### src/rtl/core/qmix_pkg.sv
`timescale 1ns / 1ps
package qmix_pkg;
    localparam int unsigned MaxSpeedDefault = 2618;
    localparam int TermW = 48;
    localparam int SumW  = 51;
    localparam int SqW   = 32;
    localparam int SpdW  = 16;
    localparam int SqrtStages = 4;

    typedef enum logic [1:0] {
        t_reg_active     = 2'd0,
        t_reg_thrust     = 2'd1,
        t_reg_roll_pitch = 2'd2,
        t_reg_yaw        = 2'd3
    } t_reg_idx;

    typedef struct packed {
        logic [SqW-1:0] v1;
        logic [SqW-1:0] v2;
        logic [SqW-1:0] v3;
        logic [SqW-1:0] v4;
    } t_sq_set;
endpackage

### src/rtl/core/qmix_term.sv
`timescale 1ns / 1ps
module qmix_term import qmix_pkg::*; (
    input  logic                    i_clk,
    input  logic                    i_en,
    input  logic signed [31:0]      i_demand,
    input  logic        [31:0]      i_gain,
    output logic signed [TermW-1:0] o_term
);
    logic signed [64:0] w_prod;
    logic signed [TermW-1:0] r_term;

    // arithmetic shift floors toward minus infinity
    assign w_prod = 65'(i_demand) * $signed({1'b0, i_gain});

    always_ff @(posedge i_clk) begin
        if (i_en) begin
            r_term <= TermW'(w_prod >>> 16);
        end
    end

    assign o_term = r_term;
endmodule

### config.mk
export PLATFORM = sky130hd
export DESIGN_NAME = qmix_term
export DESIGN_NICKNAME = d
export VERILOG_FILES = /design/src/rtl/core/qmix_pkg.sv /design/src/rtl/core/qmix_term.sv
export SDC_FILE = /design/constraint.sdc
export NUM_CORES = 2
export LEC_CHECK = 0
export BUFFER_PORTS_ARGS = -buffer_cell sky130_fd_sc_hd__buf_4
export CAP_MARGIN = 25
export CORE_MARGIN = 8
export CORE_UTILIZATION = 50
export CTS_CLUSTER_DIAMETER = 40
export DETAILED_ROUTE_END_ITERATION = 12
export PLACE_DENSITY = 0.66
export RECOVER_POWER = 100
export SLEW_MARGIN = 20
export SYNTH_ARGS = -nofsm -noshare
export SYNTH_HDL_FRONTEND = slang
export SYNTH_SLANG_ARGS = --single-unit
### constraint.sdc
create_clock -name i_clk -period 9.7 [get_ports i_clk]
set_input_delay 0.485 -clock i_clk [delete_from_list [all_inputs] [get_ports i_clk]]
set_output_delay 0.485 -clock i_clk [all_outputs]
set_load 0.02 [all_outputs]
## Word-level counts from Yosys, hierarchy flattened

Cells that the tools add are included.

| operators by class | value |
|---|---|
| multiply operators | 1 |

Operator list:

| cell | count |
|---|---|
| multiplier 32 x 33 -> 64 bit | 1 |

| storage, ports and cells | value |
|---|---|
| register bits | 48 |
| bits of input ports | 66 |
| output and inout bits | 48 |
| word-level logic and storage cells | 2 |

## Depth between registers and ports, before layout

| logic depth | value |
|---|---|
| depth after elaboration | 1 |
| depth in mapped cells | 29 |
| depth with buffers taken out | 28 |

## Least setup slack after synthesis

OpenSTA, ideal clock, no wires.

| timing path | value |
|---|---|
| path kind | input to register |
| start | input i_gain[24] |
| end | register r_term[46], in the netlist o_term[46] (data pin) |
| library setup time | 0.258 ns |
| arrival time | 7.090 ns |
| setup slack | 2.352 ns |
| stages | 26 |
| path buffers | 1 |
| path through | clkbuf_1 > nand2_1 > fa_1 > inv_1 > fa_1 > fa_1 > inv_1 > fa_1 > inv_1 > fa_1 > inv_1 > fa_1 > fa_1 > fa_1 > inv_1 > ha_1 > nand4_2 > nor4_2 > o21ai_1 > a211oi_2 > o211ai_2 > a311oi_2 > o21ai_2 > o31ai_2 > a21oi_1 > xnor2_1 |

| on the way | value |
|---|---|
| cells in the longest elaborated chain, start to end | 1 |

Ends and longest elaborated chain:

| item | RTL line | source |
|---|---|---|
| start: declaration | qmix_term.sv:6 | `input logic [31:0] i_gain,` |
| multiplier 32 x 33 -> 64 bit | qmix_term.sv:13 | `assign w_prod = 65'(i_demand) * $signed({1'b0, i_gain});` |
| named net w_prod[62] | qmix_term.sv:9 | `logic signed [64:0] w_prod;` |
| end signal: assignment | qmix_term.sv:17 | `r_term <= TermW'(w_prod >>> 16);` |
| end: declaration | qmix_term.sv:10 | `logic signed [TermW-1:0] r_term;` |

The timed path passes the listed nets, and every way through them passes these cells.
A chain may end at the register's enable or synchronous reset.

## Final worst setup path

| timing path | value |
|---|---|
| start | input i_gain[21] |
| end | register r_term[47], in the netlist o_term[47] (data pin) |

Same word-level chain as after synthesis.

==> results.json <==
{
  "hold_viol_final": 0,
  "whs_path_depth": 6,
  "yosysUniqueCellTypes": 48,
  "slew-limit-headroom": -1.07,
  "finalSetupViolCount": 0,
  "finalSetupTns_ns": 0,
  "synth_area_leaders": "fa_1 52%, and2_1 11%, ha_1 10%",
  "worst_pin_slew_ns": 3.11,
  "yosysTopAreaCellShare": 0.522,
  "grt_first_pass_wirelength_um": 147000,
  "synth_edf_count": 48,
  "fin_hold_ws_ns": 1.30,
  "io_buffers": 113,
  "final_common_cell": "inv_1",
  "grt_pass1_vias": 26822,
  "fp-row-count": 96,
  "syn-num-nets": 4886,
  "cap_violations": 1,
  "violations": "capacitance limit, slew limit",
  "syn2layout_area_growth_pct": 3.45,
  "final_cell_mix": "901 x inv_1, 896 x fa_1, 589 x and2_1, 428 x nand2_1, 287 x ha_1",
  "fmax_mhz": 115,
  "topRoutingLayerUsed": "met4",
  "synth_area_sq_um": 34300,
  "post-dp-hpwl_um": 69700,
  "drv_slew": 49,
  "grt-ovfl-total": 0,
  "coreArea_sq_um": 68300,
  "synth_seq_cells": 48,
  "ant_nets": 0,
  "synth-seq-area-share": 0.0420,
  "holdPathEnd": "o_term[47]$_DFFE_PP_",
  "grt_antenna_before_repair": 0,
  "grt_usage": 0.243,
  "dr_wl_met2_um": 45600,
  "clk_pin_slew_ns": 0.08,
  "cts_setup_buffers": 0,
  "synth_area_leader_cell": "fa_1",
  "seqCellArea_sq_um": 1440,
  "cp.arrival_ns": 8.82,
  "synthArstFlopShare": 0,
  "cts_tree": "yes",
  "critPathKind": "input pin to flip-flop",
  "cp_max_fo": 32,
  "chipWidth_um": 278,
  "layout-drive-gt1-share": 0.0230,
  "hold_path_startpoint": "i_demand[31]",
  "ios": 114,
  "hold_path.class": "input pin to flip-flop",
  "cts-root-buf": "clkbuf_16",
  "synth_flop_cell": "edfxtp_1",
  "nNetsFinal": 4814,
  "fp.dieArea_sq_um": 77300,
  "gp_congestion": 0.870,
  "grt_max_degree": 49,
  "min_period_ns": 8.72,
  "yosysWarnings": 0,
  "crit_path_end_kind": "flip-flop",
  "largest_register_ffs": 48,
  "multi_input_area_sq_um": 28800,
  "critPathLaunchType": "input pin",
  "rsz0062_at_grt": "false",
  "cts_resized": 0,
  "drt_wl_total_um": 90100,
  "clock_path_buffers": 2,
  "fill_cells": 6325,
  "outcome": "finished with violations",
  "start_util": 0.503,
  "clock_sinks": 48,
  "finalCritPeriodShare": 0.899,
  "post-route-drc-count": 0,
  "cp.required_ns": 9.80,
  "route.vias.total": 23595,
  "cts_made_buffers": 5,
  "postCtsHoldBufs": 0,
  "avgSynthCellArea_sq_um": 9.44,
  "htree_num_levels": 2,
  "avgViaCountPerCell": 5.30,
  "drt_iter0_markers": 1240,
  "wl_met3_um": 4820,
  "wire_per_inst_um": 20.2,
  "drtPass1Iterations": 5,
  "wl_met1_um": 35500,
  "synth_cells": 3637,
  "die_height_um": 278
}
-- worst max-delay path, cell delays in order --
cell      delay (ns)
buf_4           0.40
nand2_1         0.16
fa_1            0.56
inv_1           0.06
fa_1            0.49
inv_1           0.07
fa_1            0.54
inv_1           0.05
fa_1            0.49
inv_1           0.05
fa_1            0.59
fa_1            0.47
fa_1            0.46
fa_1            0.49
inv_1           0.04
ha_1            0.38
nand2_1         0.07
o21ai_0         0.47
o21bai_1        0.34
a211oi_2        0.60
o211ai_1        0.40
a311oi_2        0.44
o21ai_2         0.15
o31a_1          0.26
a21oi_1         0.18
xnor2_1         0.08
-- Yosys cell counts, drive strengths merged (19+ instances only) --
cell type and number:
inv 901, fa 896, and2 592, nand2 428, ha 287, clkbuf 193
a21oi 51, edfxtp 48, xnor2 36, a21o 29, o21ai 25, nor2b 22
nor2 20, nand2b 19
-- area by class of cell --
class / instances / area share
antenna: 2 / 0.000141
clock buffer: 5 / 0.00352
clock inverter: 3 / 0.000493
inverter: 901 / 0.0952
multi-input combinational: 2493 / 0.810
sequential: 48 / 0.0406
tap: 882 / 0.0311
timing repair buffer: 116 / 0.0193
-- metrics by stage --
stage / instances / worst slack [ns] / util / instance area [sq um]
finish: 4450 / 0.982 / 0.520 / 35500
global route: 4448 / 0.438 / 0.520 / 35500
CTS: 4448 / 1.32 / 0.523 / 35700
detailed placement: 4440 / 0.945 / 0.521 / 35600
global placement: 4440 / 1.02 / 0.521 / 35600
floorplan: 3637 / 2.35 / - / 34300
-- metal layers --
metal / vias to the layer above / global-route usage
met2: 712 / 0.427
met5: - / 0
li1: 10263 / -
met1: 12391 / 0.300
met4: 0 / 0.100
met3: 229 / 0.0326
-- cell families (layout without fill, tap and decap cells) --
logic type | Yosys count | in the layout | synth area share
adder cells (fa/ha/maj) | 1183 | 1183 | 0.627
AND/OR/NAND/NOR | 1113 | 1113 | 0.171
buffers and inverters | 1096 | 1025 | 0.120
AO/OA/AOI/OAI | 144 | 144 | 0.0272
XOR/XNOR | 53 | 53 | 0.0135
flip-flops | 48 | 48 | 0.0420
other | 0 | 2 | 0
-- worst max-delay path by stage --
| stage | start | endpoint | depth (start not counted) |
|---|---|---|---|
| 2_1_floorplan | i_gain[24] | o_term[46]$_DFFE_PP_ | 26 |
| 3_3_place_gp | i_gain[21] | o_term[46]$_DFFE_PP_ | 26 |
| 3_5_place_dp | i_gain[21] | o_term[46]$_DFFE_PP_ | 26 |
| 4_1_cts | i_gain[21] | o_term[46]$_DFFE_PP_ | 26 |
| 5_1_grt | i_gain[21] | o_term[47]$_DFFE_PP_ | 26 |
| 6_report | i_gain[21] | o_term[47]$_DFFE_PP_ | 26 |
Power is left out: the tool's default activity adds up to more than one toggle a clock period on the data nets, which glitch-free logic cannot reach.
