File: config.mk
export PLATFORM = sky130hd
export DESIGN_NAME = qmix_sqrt
export DESIGN_NICKNAME = d
export VERILOG_FILES = /design/src/rtl/core/qmix_pkg.sv /design/src/rtl/core/qmix_sqrt.sv
export SDC_FILE = /design/constraint.sdc
export NUM_CORES = 1
export LEC_CHECK = 0
export ABC_CLOCK_PERIOD_IN_PS = 17500
export BUFFER_PORTS_ARGS = -buffer_cell sky130_fd_sc_hd__buf_2
export CORE_MARGIN = 2
export CORE_UTILIZATION = 40
export CTS_CLUSTER_DIAMETER = 120
export DETAILED_ROUTE_END_ITERATION = 8
export MAX_ROUTING_LAYER = met4
export SLEW_MARGIN = 20
export SYNTH_ARGS = -nofsm -noshare
export SYNTH_HDL_FRONTEND = slang
export SYNTH_SLANG_ARGS = --single-unit
File: constraint.sdc
create_clock -name i_clk -period 17.5 [get_ports i_clk]
set_input_delay 3.5 -clock i_clk [delete_from_list [all_inputs] [get_ports i_clk]]
set_output_delay 3.5 -clock i_clk [all_outputs]
set_load 0.005 [all_outputs]
File: src/rtl/core/qmix_pkg.sv
`timescale 1ns / 1ps
package qmix_pkg;
    localparam int unsigned MaxSpeedDefault = 2618;
    localparam int TermW = 48;
    localparam int SumW  = 51;
    localparam int SqW   = 32;
    localparam int SpdW  = 16;
    localparam int SqrtStages = 4;

    typedef enum logic [1:0] {
        t_reg_active     = 2'd0,
        t_reg_thrust     = 2'd1,
        t_reg_roll_pitch = 2'd2,
        t_reg_yaw        = 2'd3
    } t_reg_idx;

    typedef struct packed {
        logic [SqW-1:0] v1;
        logic [SqW-1:0] v2;
        logic [SqW-1:0] v3;
        logic [SqW-1:0] v4;
    } t_sq_set;
endpackage

File: src/rtl/core/qmix_sqrt.sv
`timescale 1ns / 1ps
module qmix_sqrt import qmix_pkg::*; (
    input  logic            i_clk,
    input  logic            i_en,
    input  logic [SqW-1:0]  i_value,
    output logic [SpdW-1:0] o_root
);
    localparam int Stages   = SqrtStages;
    localparam int StepsPer = SpdW / Stages;

    logic [SqW-1:0]  r_rem  [Stages];
    logic [SpdW-1:0] r_root [Stages];
    logic [SqW-1:0]  r_val  [Stages];

    // restoring square root, StepsPer result bits per stage
    always_ff @(posedge i_clk) begin
        if (i_en) begin
            for (int s = 0; s < Stages; s++) begin
                logic [SqW+1:0]  rem;
                logic [SpdW-1:0] root;
                logic [SqW-1:0]  val;
                logic [SqW+1:0]  trial;
                rem  = (s == 0) ? '0 : {2'b0, r_rem[s-1]};
                root = (s == 0) ? '0 : r_root[s-1];
                val  = (s == 0) ? i_value : r_val[s-1];
                for (int k = 0; k < StepsPer; k++) begin
                    rem   = {rem[SqW-1:0], val[SqW-1 -: 2]};
                    val   = {val[SqW-3:0], 2'b00};
                    trial = {{(SqW-SpdW){1'b0}}, root, 2'b01};
                    if (rem >= trial) begin
                        rem  = rem - trial;
                        root = {root[SpdW-2:0], 1'b1};
                    end else begin
                        root = {root[SpdW-2:0], 1'b0};
                    end
                end
                r_rem[s]  <= rem[SqW-1:0];
                r_root[s] <= root;
                r_val[s]  <= val;
            end
        end
    end

    assign o_root = r_root[Stages-1];
endmodule

* Word-level counts from Yosys, hierarchy flattened *
Memories as Yosys holds them, arrays and structs flattened.
Cells that the tools add are included.

operators by class
  add/subtract/negate cells = 16
  $lt $le $gt $ge = 16
  multiplexer cells = 66

operators with widths
  cell                   count
  $mux W32               32
  $ge A34 B18 Y1         15
  $sub A32 B18 Y32       15
  $mux W16               16
  $mux W1                18
  $sub A2 B1 Y3 const B  1
  $ge A2 B1 Y1 const B   1

storage, ports and cells
  register bits after elaboration = 0
  RAM bits = 288
  bits of input ports = 34
  output and inout port bits = 16
  word-level logic and storage cells = 101
  memories kept = 3

memory list
  name    words  width  rd ports  clocked after Yosys merged registers in  wr ports  line             RTL
  r_rem   4      32     3         0                                        4         qmix_sqrt.sv:11  logic [SqW-1:0] r_rem [Stages];
  r_val   4      24     3         0                                        4         qmix_sqrt.sv:13  logic [SqW-1:0] r_val [Stages];
  r_root  4      16     4         0                                        4         qmix_sqrt.sv:12  logic [SpdW-1:0] r_root [Stages];

* Logic depth before layout (Yosys ltp) *
An unclocked memory read counts as a cell.

  word-level depth = 13
  depth in mapped cells = 55

* Least setup slack after synthesis *
Ideal clock, no wire load.

  kind = register to register
  start = memory r_root[1][7]
  end = memory r_rem[2][8] (data pin)
  library setup time = 0.262 ns
  data arrival time = 10.696 ns
  data required time = 17.238 ns
  slack = 6.541 ns
  cell stages (with the launch flop) = 52
  path buffers = 10
  clock period less this slack = 10.959 ns
  cell sequence = edfxtp_1 > inv_1 > ha_1 > clkbuf_1 > nand2_1 > o22ai_1 > or2_2 > clkbuf_2 > or4_1 > buf_4 > inv_4 > buf_6 > clkbuf_1 > o21ai_0 > ha_1 > a21oi_1 > o21bai_1 > a211o_1 > [16 not listed] > nor2_2 > nand2_2 > buf_2 > buf_1 > nor2_1 > a21oi_1 > ha_1 > and3_1 > nand3_1 > nor2_1 > a31oi_1 > nand3_1 > o31a_1 > a211oi_1 > nand4b_2 > nor3_2 > buf_4 > mux2_1

RTL lines
  what                line
  start: declaration  qmix_sqrt.sv:12
  end: declaration    qmix_sqrt.sv:11

==> flow_summary.json <==
{
  "die_area_mm2": 0.0547,
  "timing.hold.worst.start": "r_val[0][4]",
  "drive_above_1_share_pct": 7.75,
  "clock_slew_at_the_register_clock_pins_of_the_worst_setup_and_hold_paths_ns": 0.08,
  "fp.dieH_um": 234,
  "synth_area_per_cell_um2": 8.27,
  "routed-via-count": 20000,
  "critical_path_depth": 43,
  "yosys_warnings": 0,
  "required_time_worst_endpoint_ns": 17.73,
  "pin_count": 50,
  "slew_violations": 0,
  "holdBufCountCts": 0,
  "cts.root.buffer_cell": "sky130_fd_sc_hd__clkbuf_16",
  "hold_wc_path_type": "register to register",
  "setup.worst_path.class": "register to register",
  "power.share.sequential_pct": 21.8,
  "crit_fanout": 41,
  "finalSetupTns_ns": 0,
  "dominantRegCellSynth": "sky130_fd_sc_hd__edfxtp_1",
  "route.final.wire_length_um": 67300,
  "fin_crit_ns": 13.30,
  "placeableCoreArea_mm2": 0.0524,
  "cts_post_setup_buffers_inserted": 0,
  "cp_slowest_cell": "sky130_fd_sc_hd__nand3_1",
  "chipWidth_um": 234,
  "power.ir.vdd_worst_mv": 0.0996,
  "cell_internal_pwr_mw": 1.59,
  "synth_enable_flop_cells": 184,
  "grt_start_max_net_pins": 67,
  "count_of_buffering_cells_on_the_critical_path_with_inverters_included": 6,
  "final_standard_cell_area_without_fillers_mm2": 0.0226,
  "antenna_found_initial": 2,
  "p_clk_share_pct": 12.2,
  "route.layer.met1.wl_um": 29900,
  "dp.final_hpwl_um": 54000,
  "topRoutingLayerUsed": "met4",
  "io_buffer_count": 49,
  "drt-wirelength-per-cell_um": 20.6,
  "hold_viol": 0,
  "crit-reg2reg-launch": "r_root[1][7]",
  "p_sw_mw": 1.63,
  "final.fill_count": 5244,
  "final_antenna_net_count": 0,
  "synth_top_cell_area_share_pct": 26.1,
  "critPathMaxStageDelay_ns": 0.74,
  "skew_ns": 0.0173,
  "timing.final.setup_violations": 0,
  "multi_input_area_mm2": 0.0148,
  "critical_path.endpoint_type": "register",
  "critPathTopFamily": "simple AND/OR/NAND/NOR gates",
  "finalCritPeriodShare_pct": 76.0,
  "rsz0062_at_grt": "no",
  "worst_skew_pair.late_latency_ns": 0.49,
  "cts_tree": "yes",
  "top_post_synthesis_cells_by_area": "sky130_fd_sc_hd__edfxtp_1, sky130_fd_sc_hd__ha_1, sky130_fd_sc_hd__xnor2_1",
  "cts_max_level": 4,
  "static-leakage-power_nw": 8.31,
  "fraction_of_synthesis_flops_using_an_asynchronous_set_or_reset_pin_pct": 0,
  "growth_of_design_area_from_synthesis_to_finish_pct": 6.82,
  "fmaxAchievable_mhz": 75.2,
  "number_of_global_route_vias_before_repair": 19000,
  "pwr-share-comb_pct": 65.9,
  "globalRouteTotalUtil_pct": 25.3,
  "fraction_of_the_yosys_area_taken_by_sequential_cells_pct": 26.1,
  "drtPass1Iterations": 5,
  "drt_drc_violations_left": 0,
  "power.density_mw_per_mm2": 142,
  "cp-start-kind": "register",
  "gp_congestion": 0.955,
  "register_area_mm2": 0.00553,
  "detail_route.vias_per_cell": 6.11,
  "route.met3.wl_um": 3500,
  "clock_tree_buffer_depth": 2,
  "timing.reg2reg.worst_path_depth": 43,
  "max_cap_violations": 0,
  "outcome": "finished clean",
  "floorplan.rows": 84,
  "max-slew-margin-rel_pct": 31.4,
  "initial_util_pct": 40.3,
  "tritoncts.num_buffers": 17,
  "netlist.top_cell.by_area": "sky130_fd_sc_hd__edfxtp_1",
  "timing_worst_slew_pin_value_ns": 1.02,
  "yosysUniqueCellTypes": 113,
  "cts_resized": 0,
  "ys_seq_elements": 184,
  "timing.critical_path.arrival_ns": 13.53,
  "switching_share_pct": 50.7,
  "drt_iter0_markers": 1875,
  "layout_commonest_cell": "sky130_fd_sc_hd__nand2_1",
  "syn_area_mm2": 0.0211,
  "met2_length_um": 32000,
  "gr-total-overflow": 0,
  "cell_count_after_synthesis": 2557,
  "critPathLaunch": "r_root[1][7]",
  "cts.sink_count": 184,
  "nets": 2753,
  "min_delay_path_depth": 0,
  "mostFrequentLayoutCells": "sky130_fd_sc_hd__nand2_1, sky130_fd_sc_hd__nor2_1, sky130_fd_sc_hd__edfxtp_1",
  "timing.critical_path.mode_cell": "sky130_fd_sc_hd__ha_1",
  "grt_first_pass_wirelength_um": 105000,
  "dpl-instance-area_mm2": 0.0220
}
==> kinds of logic after synthesis <==
family	count (synthesis)	synth area share, %
AO/OA/AOI/OAI	697	22.2
XOR/XNOR	281	11.7
adder cells (fa/ha/maj)	153	9.05
buffers and inverters	188	3.78
flip-flops	184	26.1
multiplexers	27	1.38
other	1	0.0177
AND/OR/NAND/NOR	1026	25.8
==> cell type report <==
cell class | count | area share (%)
inverters | 117 | 1.97
clock buffers | 18 | 1.90
repair buffers | 58 | 1.42
well taps | 688 | 3.81
clock inverters | 14 | 0.698
multi-input cells | 2188 | 65.7
flip-flops and latches | 184 | 24.5
diodes | 1 | 0.0111
==> path summary, 6_finish.rpt <==
| check | to | slack, ns |
|---|---|---|
| worst max register to register | r_rem[2][3] | 4.20 |
| worst max-delay path | r_rem[2][3] | 4.20 |
| worst min-delay path | r_val[1][12] | 0.42 |
| worst min register to register | r_val[1][12] | 0.42 |
==> per-stage QoR <==
stage               util (%)  power (mW)  instances  hold slack (ns)  setup WS [ns]
detailed placement      41.9        2.78       3235            0.405           4.40
CTS                     43.1        3.19       3267            0.422           4.34
global placement        41.9        2.76       3235            0.400           4.73
finish                  43.1        3.22       3268            0.422           4.20
global route            43.1        3.46       3268            0.429           3.19
floorplan                  -        2.24       2560            0.400           6.54
==> power by group through the flow <==
| stage | combinational, mW | sequential (mW) | clock, mW |
|---|---|---|---|
| 6_report | 2.12 | 0.702 | 0.394 |
| 5_1_grt | 2.32 | 0.710 | 0.422 |
| 4_1_cts | 2.08 | 0.700 | 0.404 |
| 3_5_place_dp | 2.07 | 0.710 | 0 |
| 3_3_place_gp | 2.05 | 0.711 | 0 |
| 2_1_floorplan | 1.59 | 0.654 | 0 |
==> registers in the layout, indices dropped and copies added, names as in the netlist <==
signal  count
r_root     40
r_val      48
r_rem      96
==> layer usage <==
| metal | track usage [%] | up-vias |
|---|---|---|
| met5 | - | - |
| met4 | 9.04 | 0 |
| met3 | 3.49 | 111 |
| met2 | 41.9 | 632 |
| met1 | 31.6 | 9538 |
| li1 | - | 9683 |
==> Yosys cell counts, types with 19 or more instances <==
cell	n
sky130_fd_sc_hd__a21o_1	54
sky130_fd_sc_hd__or2_2	27
sky130_fd_sc_hd__clkbuf_1	42
sky130_fd_sc_hd__nand4_1	37
sky130_fd_sc_hd__nor3_1	117
sky130_fd_sc_hd__o211ai_1	19
sky130_fd_sc_hd__nand2_1	231
sky130_fd_sc_hd__nor4_1	38
sky130_fd_sc_hd__o31ai_1	36
sky130_fd_sc_hd__and2_1	29
sky130_fd_sc_hd__nor2b_1	21
sky130_fd_sc_hd__a211oi_1	21
sky130_fd_sc_hd__edfxtp_1	184
sky130_fd_sc_hd__o21a_1	24
sky130_fd_sc_hd__xor2_1	102
sky130_fd_sc_hd__a21oi_1	179
sky130_fd_sc_hd__ha_1	153
sky130_fd_sc_hd__inv_1	108
sky130_fd_sc_hd__or4_1	24
sky130_fd_sc_hd__a31oi_1	37
sky130_fd_sc_hd__o21ai_0	124
sky130_fd_sc_hd__xnor2_1	178
sky130_fd_sc_hd__and3_1	21
sky130_fd_sc_hd__nand3_1	76
sky130_fd_sc_hd__nor2_1	223
sky130_fd_sc_hd__nand2b_1	25
sky130_fd_sc_hd__o21bai_1	19
sky130_fd_sc_hd__or3_1	42
==> worst reg2reg max path, delay by kind of cell (launching register included) <==
| family | cells | cell delay [ns] |
|---|---|---|
| mux | 1 | 0.38 |
| xor+xnor | 2 | 0.33 |
| buf+inv | 6 | 1.96 |
| fa+ha+maj | 4 | 1.45 |
| flops | 1 | 0.38 |
| compound gates | 15 | 3.87 |
| simple gates | 15 | 4.70 |
(Power assumes the default switching activity.)
